===== config.mk =====
export PLATFORM = sky130hd
export DESIGN_NAME = hex_line_to_word_stream
export DESIGN_NICKNAME = d
export VERILOG_FILES = /design/src/rtl/hlws_pkg.sv /design/src/rtl/hlws_parser.sv /design/src/rtl/hlws_res_queue.sv /design/src/rtl/hex_line_to_word_stream.sv
export SDC_FILE = /design/constraint.sdc
export NUM_CORES = 1
export LEC_CHECK = 0
export BUFFER_PORTS_ARGS = -buffer_cell sky130_fd_sc_hd__buf_2
export CAP_MARGIN = 10
export CORE_MARGIN = 2
export CORE_UTILIZATION = 43
export CTS_CLUSTER_SIZE = 40
export DETAILED_ROUTE_END_ITERATION = 8
export GPL_TIMING_DRIVEN = 1
export SLEW_MARGIN = 20
export SYNTH_ARGS = -nofsm -noshare
export SYNTH_HDL_FRONTEND = slang
export SYNTH_SLANG_ARGS = --single-unit

===== constraint.sdc =====
create_clock -name clk_i -period 6.5 [get_ports clk_i]
set_input_delay 0.975 -clock clk_i [delete_from_list [all_inputs] [get_ports clk_i]]
set_output_delay 0.975 -clock clk_i [all_outputs]
set_load 0.01 [all_outputs]

===== src/rtl/hlws_pkg.sv =====
// Shared types, character codes and helpers for the hex line parser.
// No dependencies; every other file imports this package.
`default_nettype none

package hlws_pkg;

  localparam logic [7:0] CharLf      = 8'h0A;
  localparam logic [7:0] CharCr      = 8'h0D;
  localparam logic [7:0] CharTab     = 8'h09;
  localparam logic [7:0] CharSpace   = 8'h20;
  localparam logic [7:0] CharSemi    = 8'h3B;

  // Depth of the result queue; it must hold at least two results per item.
  localparam int unsigned ResQDepth  = 4;
  localparam int unsigned ResQPtrW   = $clog2(ResQDepth);
  localparam int unsigned ResQCntW   = $clog2(ResQDepth + 1);

  typedef enum logic [2:0] {
    PH_LINE,
    PH_LINE_COMMENT,
    PH_ADDR,
    PH_SPACE,
    PH_DATA,
    PH_AFTER_DATA,
    PH_WHITE,
    PH_TAIL_COMMENT
  } phase_e;

  typedef enum logic [1:0] {
    KIND_FILL  = 2'd0,
    KIND_WORD  = 2'd1,
    KIND_ERROR = 2'd2,
    KIND_END   = 2'd3
  } kind_e;

  typedef enum logic [3:0] {
    ERR_CR_NO_LF     = 4'd0,
    ERR_EMPTY_LINE   = 4'd1,
    ERR_EOF_COMMENT  = 4'd2,
    ERR_BAD_ADDRESS  = 4'd3,
    ERR_NO_SPACE     = 4'd4,
    ERR_ADDR_BELOW   = 4'd5,
    ERR_BAD_DATA     = 4'd6,
    ERR_NO_WHITE     = 4'd7,
    ERR_NO_NEWLINE   = 4'd8
  } err_e;

  typedef struct packed {
    kind_e       kind;
    logic [31:0] word;
    logic [31:0] fill;
    err_e        err;
    logic        last;
  } result_t;

  typedef struct packed {
    logic       ok;
    logic [3:0] val;
  } hex_t;

  function automatic hex_t hex_digit(input logic [7:0] c);
    hex_t h;
    h.ok  = 1'b1;
    h.val = 4'd0;
    if (c >= 8'h30 && c <= 8'h39) begin
      h.val = c[3:0];
    end else if ((c >= 8'h61 && c <= 8'h66) || (c >= 8'h41 && c <= 8'h46)) begin
      // Letters a..f and A..F share the low nibble 1..6.
      h.val = c[3:0] + 4'd9;
    end else begin
      h.ok = 1'b0;
    end
    return h;
  endfunction

endpackage

`default_nettype wire


===== src/rtl/hlws_parser.sv =====
// Line parser state and per-character decode; yields up to two results.
// Depends on hlws_pkg.
`default_nettype none

module hlws_parser
  import hlws_pkg::*;
(
  input  wire logic       clk_i,
  input  wire logic       rst_ni,
  input  wire logic       item_valid_i,
  input  wire logic [7:0] item_char_i,
  input  wire logic       item_eof_i,
  output logic [1:0]      res_cnt_o,
  output result_t         res0_o,
  output result_t         res1_o
);

  phase_e       phase_q, phase_d;
  logic [2:0]   nib_q, nib_d;
  logic [31:0]  addr_q, addr_d;
  logic [31:0]  data_q, data_d;
  logic [32:0]  wcount_q, wcount_d;
  logic         pend_cr_q, pend_cr_d;
  logic         halted_q, halted_d;

  always_ff @(posedge clk_i or negedge rst_ni) begin
    if (!rst_ni) begin
      phase_q   <= PH_LINE;
      nib_q     <= '0;
      addr_q    <= '0;
      data_q    <= '0;
      wcount_q  <= '0;
      pend_cr_q <= 1'b0;
      halted_q  <= 1'b0;
    end else begin
      phase_q   <= phase_d;
      nib_q     <= nib_d;
      addr_q    <= addr_d;
      data_q    <= data_d;
      wcount_q  <= wcount_d;
      pend_cr_q <= pend_cr_d;
      halted_q  <= halted_d;
    end
  end

  logic [32:0] addr_ext;
  assign addr_ext = {1'b0, addr_q};

  always_comb begin
    logic       do_proc;
    logic [7:0] c;
    logic       e;
    logic       err_hit;
    err_e       err_code;
    logic       fin;
    logic       end_hit;
    hex_t       hv;

    phase_d   = phase_q;
    nib_d     = nib_q;
    addr_d    = addr_q;
    data_d    = data_q;
    wcount_d  = wcount_q;
    pend_cr_d = pend_cr_q;
    halted_d  = halted_q;
    res_cnt_o = 2'd0;
    res0_o    = '0;
    res1_o    = '0;
    do_proc   = 1'b0;
    c         = item_char_i;
    e         = item_eof_i;
    err_hit   = 1'b0;
    err_code  = ERR_CR_NO_LF;
    fin       = 1'b0;
    end_hit   = 1'b0;
    hv        = hex_digit(item_char_i);

    if (item_valid_i && !halted_q) begin
      // A CR is only legal as the first half of a CR LF pair.
      if (pend_cr_q) begin
        pend_cr_d = 1'b0;
        if (item_eof_i || item_char_i != CharLf) begin
          err_hit  = 1'b1;
          err_code = ERR_CR_NO_LF;
        end else begin
          do_proc = 1'b1;
          c       = CharLf;
          e       = 1'b0;
        end
      end else if (!item_eof_i && item_char_i == CharCr) begin
        pend_cr_d = 1'b1;
      end else begin
        do_proc = 1'b1;
      end

      if (do_proc) begin
        unique case (phase_q)
          PH_LINE: begin
            if (e) begin
              end_hit = 1'b1;
            end else if (c == CharLf) begin
              err_hit  = 1'b1;
              err_code = ERR_EMPTY_LINE;
            end else if (c == CharSemi) begin
              phase_d = PH_LINE_COMMENT;
            end else if (!hv.ok) begin
              err_hit  = 1'b1;
              err_code = ERR_BAD_ADDRESS;
            end else begin
              addr_d  = {28'd0, hv.val};
              nib_d   = 3'd1;
              phase_d = PH_ADDR;
            end
          end
          PH_LINE_COMMENT: begin
            if (e) begin
              err_hit  = 1'b1;
              err_code = ERR_EOF_COMMENT;
            end else if (c == CharLf) begin
              phase_d = PH_LINE;
            end
          end
          PH_ADDR: begin
            if (e || !hv.ok) begin
              err_hit  = 1'b1;
              err_code = ERR_BAD_ADDRESS;
            end else begin
              addr_d = {addr_q[27:0], hv.val};
              nib_d  = nib_q + 3'd1;
              if (nib_q == 3'd7) phase_d = PH_SPACE;
            end
          end
          PH_SPACE: begin
            if (e || c != CharSpace) begin
              err_hit  = 1'b1;
              err_code = ERR_NO_SPACE;
            end else begin
              data_d  = '0;
              nib_d   = 3'd0;
              phase_d = PH_DATA;
            end
          end
          PH_DATA: begin
            // The address order check comes before the digit check.
            if (nib_q == 3'd0 && wcount_q > addr_ext) begin
              err_hit  = 1'b1;
              err_code = ERR_ADDR_BELOW;
            end else if (e || !hv.ok) begin
              err_hit  = 1'b1;
              err_code = ERR_BAD_DATA;
            end else begin
              data_d = {data_q[27:0], hv.val};
              nib_d  = nib_q + 3'd1;
              if (nib_q == 3'd7) phase_d = PH_AFTER_DATA;
            end
          end
          PH_AFTER_DATA: begin
            if (e) begin
              err_hit  = 1'b1;
              err_code = ERR_NO_WHITE;
            end else if (c == CharSpace || c == CharTab) begin
              phase_d = PH_WHITE;
            end else if (c == CharSemi) begin
              phase_d = PH_TAIL_COMMENT;
            end else if (c == CharLf) begin
              fin = 1'b1;
            end else begin
              err_hit  = 1'b1;
              err_code = ERR_NO_WHITE;
            end
          end
          PH_WHITE: begin
            if (e) begin
              err_hit  = 1'b1;
              err_code = ERR_NO_NEWLINE;
            end else if (c == CharSpace || c == CharTab) begin
              phase_d = PH_WHITE;
            end else if (c == CharSemi) begin
              phase_d = PH_TAIL_COMMENT;
            end else if (c == CharLf) begin
              fin = 1'b1;
            end else begin
              err_hit  = 1'b1;
              err_code = ERR_NO_NEWLINE;
            end
          end
          PH_TAIL_COMMENT: begin
            if (e) begin
              err_hit  = 1'b1;
              err_code = ERR_EOF_COMMENT;
            end else if (c == CharLf) begin
              fin = 1'b1;
            end
          end
        endcase
      end

      if (err_hit) begin
        res_cnt_o   = 2'd1;
        res0_o.kind = KIND_ERROR;
        res0_o.err  = err_code;
        res0_o.last = 1'b1;
        halted_d    = 1'b1;
      end else if (end_hit) begin
        res_cnt_o   = 2'd1;
        res0_o.kind = KIND_END;
        res0_o.last = 1'b1;
        halted_d    = 1'b1;
      end else if (fin) begin
        // A gap between the running count and the address becomes a zero run.
        if (wcount_q < addr_ext) begin
          res_cnt_o   = 2'd2;
          res0_o.kind = KIND_FILL;
          res0_o.fill = addr_q - wcount_q[31:0];
          res1_o.kind = KIND_WORD;
          res1_o.word = data_q;
          res1_o.last = 1'b1;
        end else begin
          res_cnt_o   = 2'd1;
          res0_o.kind = KIND_WORD;
          res0_o.word = data_q;
          res0_o.last = 1'b1;
        end
        wcount_d = addr_ext + 33'd1;
        phase_d  = PH_LINE;
      end
    end
  end

endmodule

`default_nettype wire


===== src/rtl/hlws_res_queue.sv =====
// Small result queue: takes up to two results per cycle, hands out one.
// Depends on hlws_pkg.
`default_nettype none

module hlws_res_queue
  import hlws_pkg::*;
(
  input  wire logic                 clk_i,
  input  wire logic                 rst_ni,
  input  wire logic [1:0]           push_cnt_i,
  input  wire result_t              wdata0_i,
  input  wire result_t              wdata1_i,
  input  wire logic                 pop_i,
  output logic [ResQCntW-1:0]       count_o,
  output result_t                   head_o
);

  result_t               entries_q [ResQDepth];
  logic [ResQPtrW-1:0]   wptr_q, rptr_q;
  logic [ResQCntW-1:0]   count_q;
  logic [ResQPtrW-1:0]   wptr_nx;

  assign wptr_nx = wptr_q + ResQPtrW'(1);

  always_ff @(posedge clk_i or negedge rst_ni) begin
    if (!rst_ni) begin
      wptr_q  <= '0;
      rptr_q  <= '0;
      count_q <= '0;
    end else begin
      wptr_q  <= wptr_q + ResQPtrW'(push_cnt_i);
      if (pop_i) rptr_q <= rptr_q + ResQPtrW'(1);
      count_q <= count_q + ResQCntW'(push_cnt_i) - ResQCntW'(pop_i);
    end
  end

  always_ff @(posedge clk_i) begin
    if (push_cnt_i != 2'd0) entries_q[wptr_q] <= wdata0_i;
    if (push_cnt_i == 2'd2) entries_q[wptr_nx] <= wdata1_i;
  end

  assign count_o = count_q;
  assign head_o  = entries_q[rptr_q];

endmodule

`default_nettype wire


===== src/rtl/hex_line_to_word_stream.sv =====
// Flow: an accepted character is held in the input register, parsed once the queue
// has room for two results, and its results are written to the queue and offered.
// Throughput: one character per cycle while the queue has room for two results; a completed line
// queues at most two results, which leave at one per cycle when out_stall_i is low, through a four-entry result queue.
// Reset (rst_ni, asynchronous, active low) returns the parser to line start with a
// zero word count, empties the queue and clears the halt after an error or end.
`default_nettype none

module hex_line_to_word_stream
  import hlws_pkg::*;
(
  input  wire logic        clk_i,
  input  wire logic        rst_ni,
  input  wire logic        in_valid_i,
  output logic             in_stall_o,
  input  wire logic [7:0]  in_char_i,
  input  wire logic        end_of_input_i,
  output logic             out_valid_o,
  input  wire logic        out_stall_i,
  output logic [1:0]       kind_o,
  output logic [31:0]      word_value_o,
  output logic [31:0]      fill_count_o,
  output logic [3:0]       error_code_o,
  output logic             last_o
);

  logic                item_valid_q;
  logic [7:0]          item_char_q;
  logic                item_eof_q;
  logic                consume;
  logic                accept;
  logic [1:0]          res_cnt;
  result_t             res0, res1, head;
  logic [ResQCntW-1:0] q_count;
  logic                pop;

  // The held request moves on only when the queue has room for two results.
  assign consume    = item_valid_q && (q_count <= ResQCntW'(ResQDepth - 2));
  assign in_stall_o = item_valid_q && !consume;
  assign accept     = in_valid_i && !in_stall_o;

  always_ff @(posedge clk_i or negedge rst_ni) begin
    if (!rst_ni) begin
      item_valid_q <= 1'b0;
    end else if (accept) begin
      item_valid_q <= 1'b1;
    end else if (consume) begin
      item_valid_q <= 1'b0;
    end
  end

  always_ff @(posedge clk_i) begin
    if (accept) begin
      item_char_q <= in_char_i;
      item_eof_q  <= end_of_input_i;
    end
  end

  hlws_parser u_parser (
    .clk_i        (clk_i),
    .rst_ni       (rst_ni),
    .item_valid_i (consume),
    .item_char_i  (item_char_q),
    .item_eof_i   (item_eof_q),
    .res_cnt_o    (res_cnt),
    .res0_o       (res0),
    .res1_o       (res1)
  );

  hlws_res_queue u_res_queue (
    .clk_i      (clk_i),
    .rst_ni     (rst_ni),
    .push_cnt_i (res_cnt),
    .wdata0_i   (res0),
    .wdata1_i   (res1),
    .pop_i      (pop),
    .count_o    (q_count),
    .head_o     (head)
  );

  assign out_valid_o  = (q_count != '0);
  assign pop          = out_valid_o && !out_stall_i;
  assign kind_o       = head.kind;
  assign word_value_o = head.word;
  assign fill_count_o = head.fill;
  assign error_code_o = head.err;
  assign last_o       = head.last;

endmodule

`default_nettype wire


==> metrics.log <==
[metrics] simple-gate portion of the synthesized area: 0.138
[metrics] final critical path time including I/O delays and setup: ~5000 ps
[metrics] synthesized-area fraction occupied by xor and xnor cells: 0.0276
[metrics] pin count of the biggest net entering global routing: 76
[metrics] CP Launch Point: u_parser.wcount_q[30]
[metrics] most common cell after layout, fill and taps aside: sky130_fd_sc_hd__nand2_1
[metrics] clock latency on the worst-skew pair: approximately 600 ps
[metrics] sinks on the clock net: 406
[metrics] sequence of cells on the critical path: inv_1 > ha_1 > nand4b_1 > nor4_1 > nand4_1 > o22ai_1 > o21ba_2 > o21ai_2 > nor2_1 > a22oi_2 > buf_4 > inv_1 > buf_4
[metrics] beginning of the worst register-to-register path: u_parser.wcount_q[30]
[metrics] number of distinct library cells after synthesis: 75
[metrics] max-slew headroom at the worst pin: 0.311
[metrics] Synth warnings: 0
[metrics] count of unresolved DRC violations after routing: 0
[metrics] predominant post-synthesis flop cell: sky130_fd_sc_hd__dfxtp_1
[metrics] number of filler cells placed in the layout: 4063
[metrics] arithmetic-cell share of the synthesized area counting full adders, half adders and majority gates: 0.0490
[metrics] Max rail drop VDD: 243 uV
[metrics] wire length of the first global-routing pass: approximately 84 mm
[metrics] combinational family with the most area after synthesis: compound AO/OA/AOI/OAI gates
[metrics] slowest stage cell on the critical path: sky130_fd_sc_hd__inv_1
[metrics] startpoint type of the worst setup path: flip-flop
[metrics] Critical path destination: u_res_queue.entries_q[3][39]
[metrics] worst min-delay path category: in -> async
[metrics] NumNets Final: approximately 1900
[metrics] Mapped Area: roughly 0.020 sq mm
[metrics] pwr dens: just over 300 mW/mm^2
[metrics] Inserted Clock Buffers: between 40 and 50
[metrics] core area: between 0.04 and 0.05 sq mm
[metrics] number of optimization iterations in the first detailed-route pass: 5
[metrics] worst stage delay on the critical path: between 600 and 700 ps
[metrics] total die area: approximately 0.048 sq mm
[metrics] detailed router's first-iteration violation count: between 1000 and 1500
[metrics] worst clock skew on the final layout: roughly 34 ps
[metrics] hold bufs inserted after CTS: 0
[metrics] final number of max-transition violations: 0
[metrics] H-tree depth reported by CTS: 2
[metrics] number of antenna violations at the first check in global routing: 0
[metrics] setup TNS after final layout: 0 ps
[metrics] number of nets with antenna violations after routing: 0
[metrics] Post-synth EDFFs: around 150
[metrics] commonest cells after routing, fill and taps aside: sky130_fd_sc_hd__nand2_1, sky130_fd_sc_hd__dfxtp_1, sky130_fd_sc_hd__edfxtp_1
[metrics] slew of the pin with the lowest slew margin: between 1000 and 1500 ps
[metrics] Core Util, Final: 0.491
[metrics] Clock Tree Buf Depth: 3
[metrics] Post-Syn Area per Cell: 11.0 sq um
[metrics] post-CTS sizing: 0
[metrics] synthesized-area fraction occupied by ao, oa, aoi and oai cells: 0.146
[metrics] Final GP Congestion: ~0.9
[metrics] outcome: finished clean
[metrics] sort of element at the end of the critical path: flip-flop
[metrics] standard-cell rows: 78
[metrics] worst reg-to-reg setup slack: between 1500 and 2000 ps
[metrics] Via Count: around 14000
[metrics] boundary pin count: 86
[metrics] synthesized netlist cell count: approximately 1800
[metrics] post-DR vias/cell: roughly 5.7
[metrics] relative area change from synthesis to final layout: 12.2%
[metrics] global-route total usage across every layer: 0.223
[metrics] clk slew on worst S/H paths: 60 ps
[metrics] share of layout cells above drive strength 1: 0.147
[metrics] multiplexer area fraction after synthesis: 0.0896
[metrics] FF+latch count, synth: 406
[metrics] setup repair after global routing missed its margin: false
[metrics] number of inserted diodes: 0
[metrics] buffers inserted by post-CTS timing repair: 0
[metrics] post-synthesis async set-or-reset flop share: 0.278
[metrics] die span in x: ~220 um
[metrics] Critical Setup Path Class: reg -> reg
[metrics] total congestion overflow after global routing: 0
[metrics] effective utilization at floorplan: 0.438
[metrics] peak clock frequency supported by timing: just over 200 MHz
[metrics] final hold violations: 0
[metrics] leakage power: 8.88 nW
[metrics] Final HPWL DP: ~34 mm
[metrics] number of buffers inserted by port buffering: 85
[metrics] total length of routed wires: ~52 mm
[metrics] worst reg2reg path endpoint: u_res_queue.entries_q[3][39]
[metrics] number of global-route vias before repair: around 14000
[metrics] crit path max fanout: 33
[metrics] required time reported for the critical path endpoint: between 6000 and 7000 ps
[metrics] library cell used as clock root buffer: sky130_fd_sc_hd__clkbuf_16
[metrics] WP data arrival: just over 5000 ps
[metrics] CTS tree: yes
[metrics] share of the yosys chip area belonging to registers: 0.508
[metrics] Final Hold Slack: roughly 440 ps
[metrics] wire per inst: approximately 21 um
[metrics] Setup-failing EPs final: 0
[metrics] Post-Syn Nets: 1904
[metrics] total of max-cap violations: 0
[metrics] final critical-path share of the clock period: 0.756
[metrics] chip height: 219 um
[metrics] Worst R2R Path Depth: 13
cells in the mapped netlist, types with 44 or more instances:
master,instances,area share
sky130_fd_sc_hd__dfxtp_1,148,0.15
sky130_fd_sc_hd__a22o_1,77,0.034
sky130_fd_sc_hd__o2bb2ai_1,52,0.023
sky130_fd_sc_hd__a21oi_1,58,0.015
sky130_fd_sc_hd__ha_1,75,0.047
sky130_fd_sc_hd__and3_1,44,0.014
sky130_fd_sc_hd__xnor2_1,53,0.023
sky130_fd_sc_hd__clkbuf_1,84,0.016
sky130_fd_sc_hd__and2_1,104,0.033
sky130_fd_sc_hd__nand2_1,193,0.036
sky130_fd_sc_hd__dfrtp_1,113,0.14
sky130_fd_sc_hd__inv_1,97,0.018
sky130_fd_sc_hd__nand3_1,59,0.015
sky130_fd_sc_hd__edfxtp_1,145,0.22
sky130_fd_sc_hd__mux4_2,71,0.080
sky130_fd_sc_hd__o21ai_0,137,0.034
critical path: cells and delay by family, from the launching register on:
family	cells	cell delay (ps)
AND/OR/NAND/NOR	4	1370
buffers and inverters	4	1400
flip-flops	1	370
adder cells (fa/ha/maj)	1	400
AO/OA/AOI/OAI	4	1010
how the worst min path moves through the flow:
| stage | startpoint | end | slack (ps) | depth (start not counted) |
|---|---|---|---|---|
| floorplan | u_res_queue.entries_q[1][10] | u_res_queue.entries_q[1][10] | 430 | 1 |
| global placement | u_res_queue.entries_q[0][9] | u_res_queue.entries_q[0][9] | 440 | 1 |
| detailed placement | u_res_queue.entries_q[1][12] | u_res_queue.entries_q[1][12] | 440 | 1 |
| CTS | u_res_queue.entries_q[3][22] | u_res_queue.entries_q[3][22] | 460 | 1 |
| global route | u_res_queue.entries_q[3][22] | u_res_queue.entries_q[3][22] | 470 | 1 |
| finish | rst_ni | u_parser.wcount_q[14] | 440 | 1 |
cell type report:
class	instances	area, sq um	area share
clock buffer	58	1240	0.0556
tap	600	751	0.0335
inverter	98	368	0.0164
clock inverter	24	246	0.0110
multi-input combinational	1193	9030	0.403
sequential	406	10200	0.453
timing repair buffer	108	604	0.0270
per-stage QoR:
step                power, W  setup slack (ps)  area, sq um  instances
floorplan            0.00395              2640        20000       1814
global placement     0.00448              1710        20900       2405
detailed placement   0.00449              1590        20900       2405
CTS                  0.00706              1580        22400       2487
global route         0.00729              1210        22400       2487
finish               0.00699              1590        22400       2487
logic make-up after synthesis:
group / count (synthesis)
XOR/XNOR: 63
AO/OA/AOI/OAI: 422
AND/OR/NAND/NOR: 541
adder cells (fa/ha/maj): 77
flip-flops: 406
buffers and inverters: 215
multiplexers: 90
where the power goes:
part | switching, W | leakage (nW) | total (W) | internal, W
clock | 0.00108 | 0.732 | 0.00257 | 0.00148
sequential | 0.000272 | 4.05 | 0.00300 | 0.00273
combinational | 0.000784 | 4.09 | 0.00142 | 0.000632
state kept, by name (all words and copies together), names as in the netlist, 2 cells and up:
register and flops:
u_parser.addr_q 32, u_res_queue.entries_q 284, u_res_queue.wptr_q 2, item_char_q 8, u_parser.nib_q 3, u_parser.data_q 32
u_parser.wcount_q 33, u_res_queue.count_o 3, u_res_queue.rptr_q 2, u_parser.phase_q 3
layer usage:
layer | GRT usage | wire length, um | vias up | share of wire
met5 | 0 | 0 | - | 0
met4 | 0.0543 | 982 | 0 | 0.019
met3 | 0.0360 | 2480 | 65 | 0.047
met2 | 0.368 | 25100 | 338 | 0.48
met1 | 0.307 | 23700 | 7104 | 0.45
li1 | - | - | 6657 | -
Note: power is estimated with default switching activity, not from simulation.
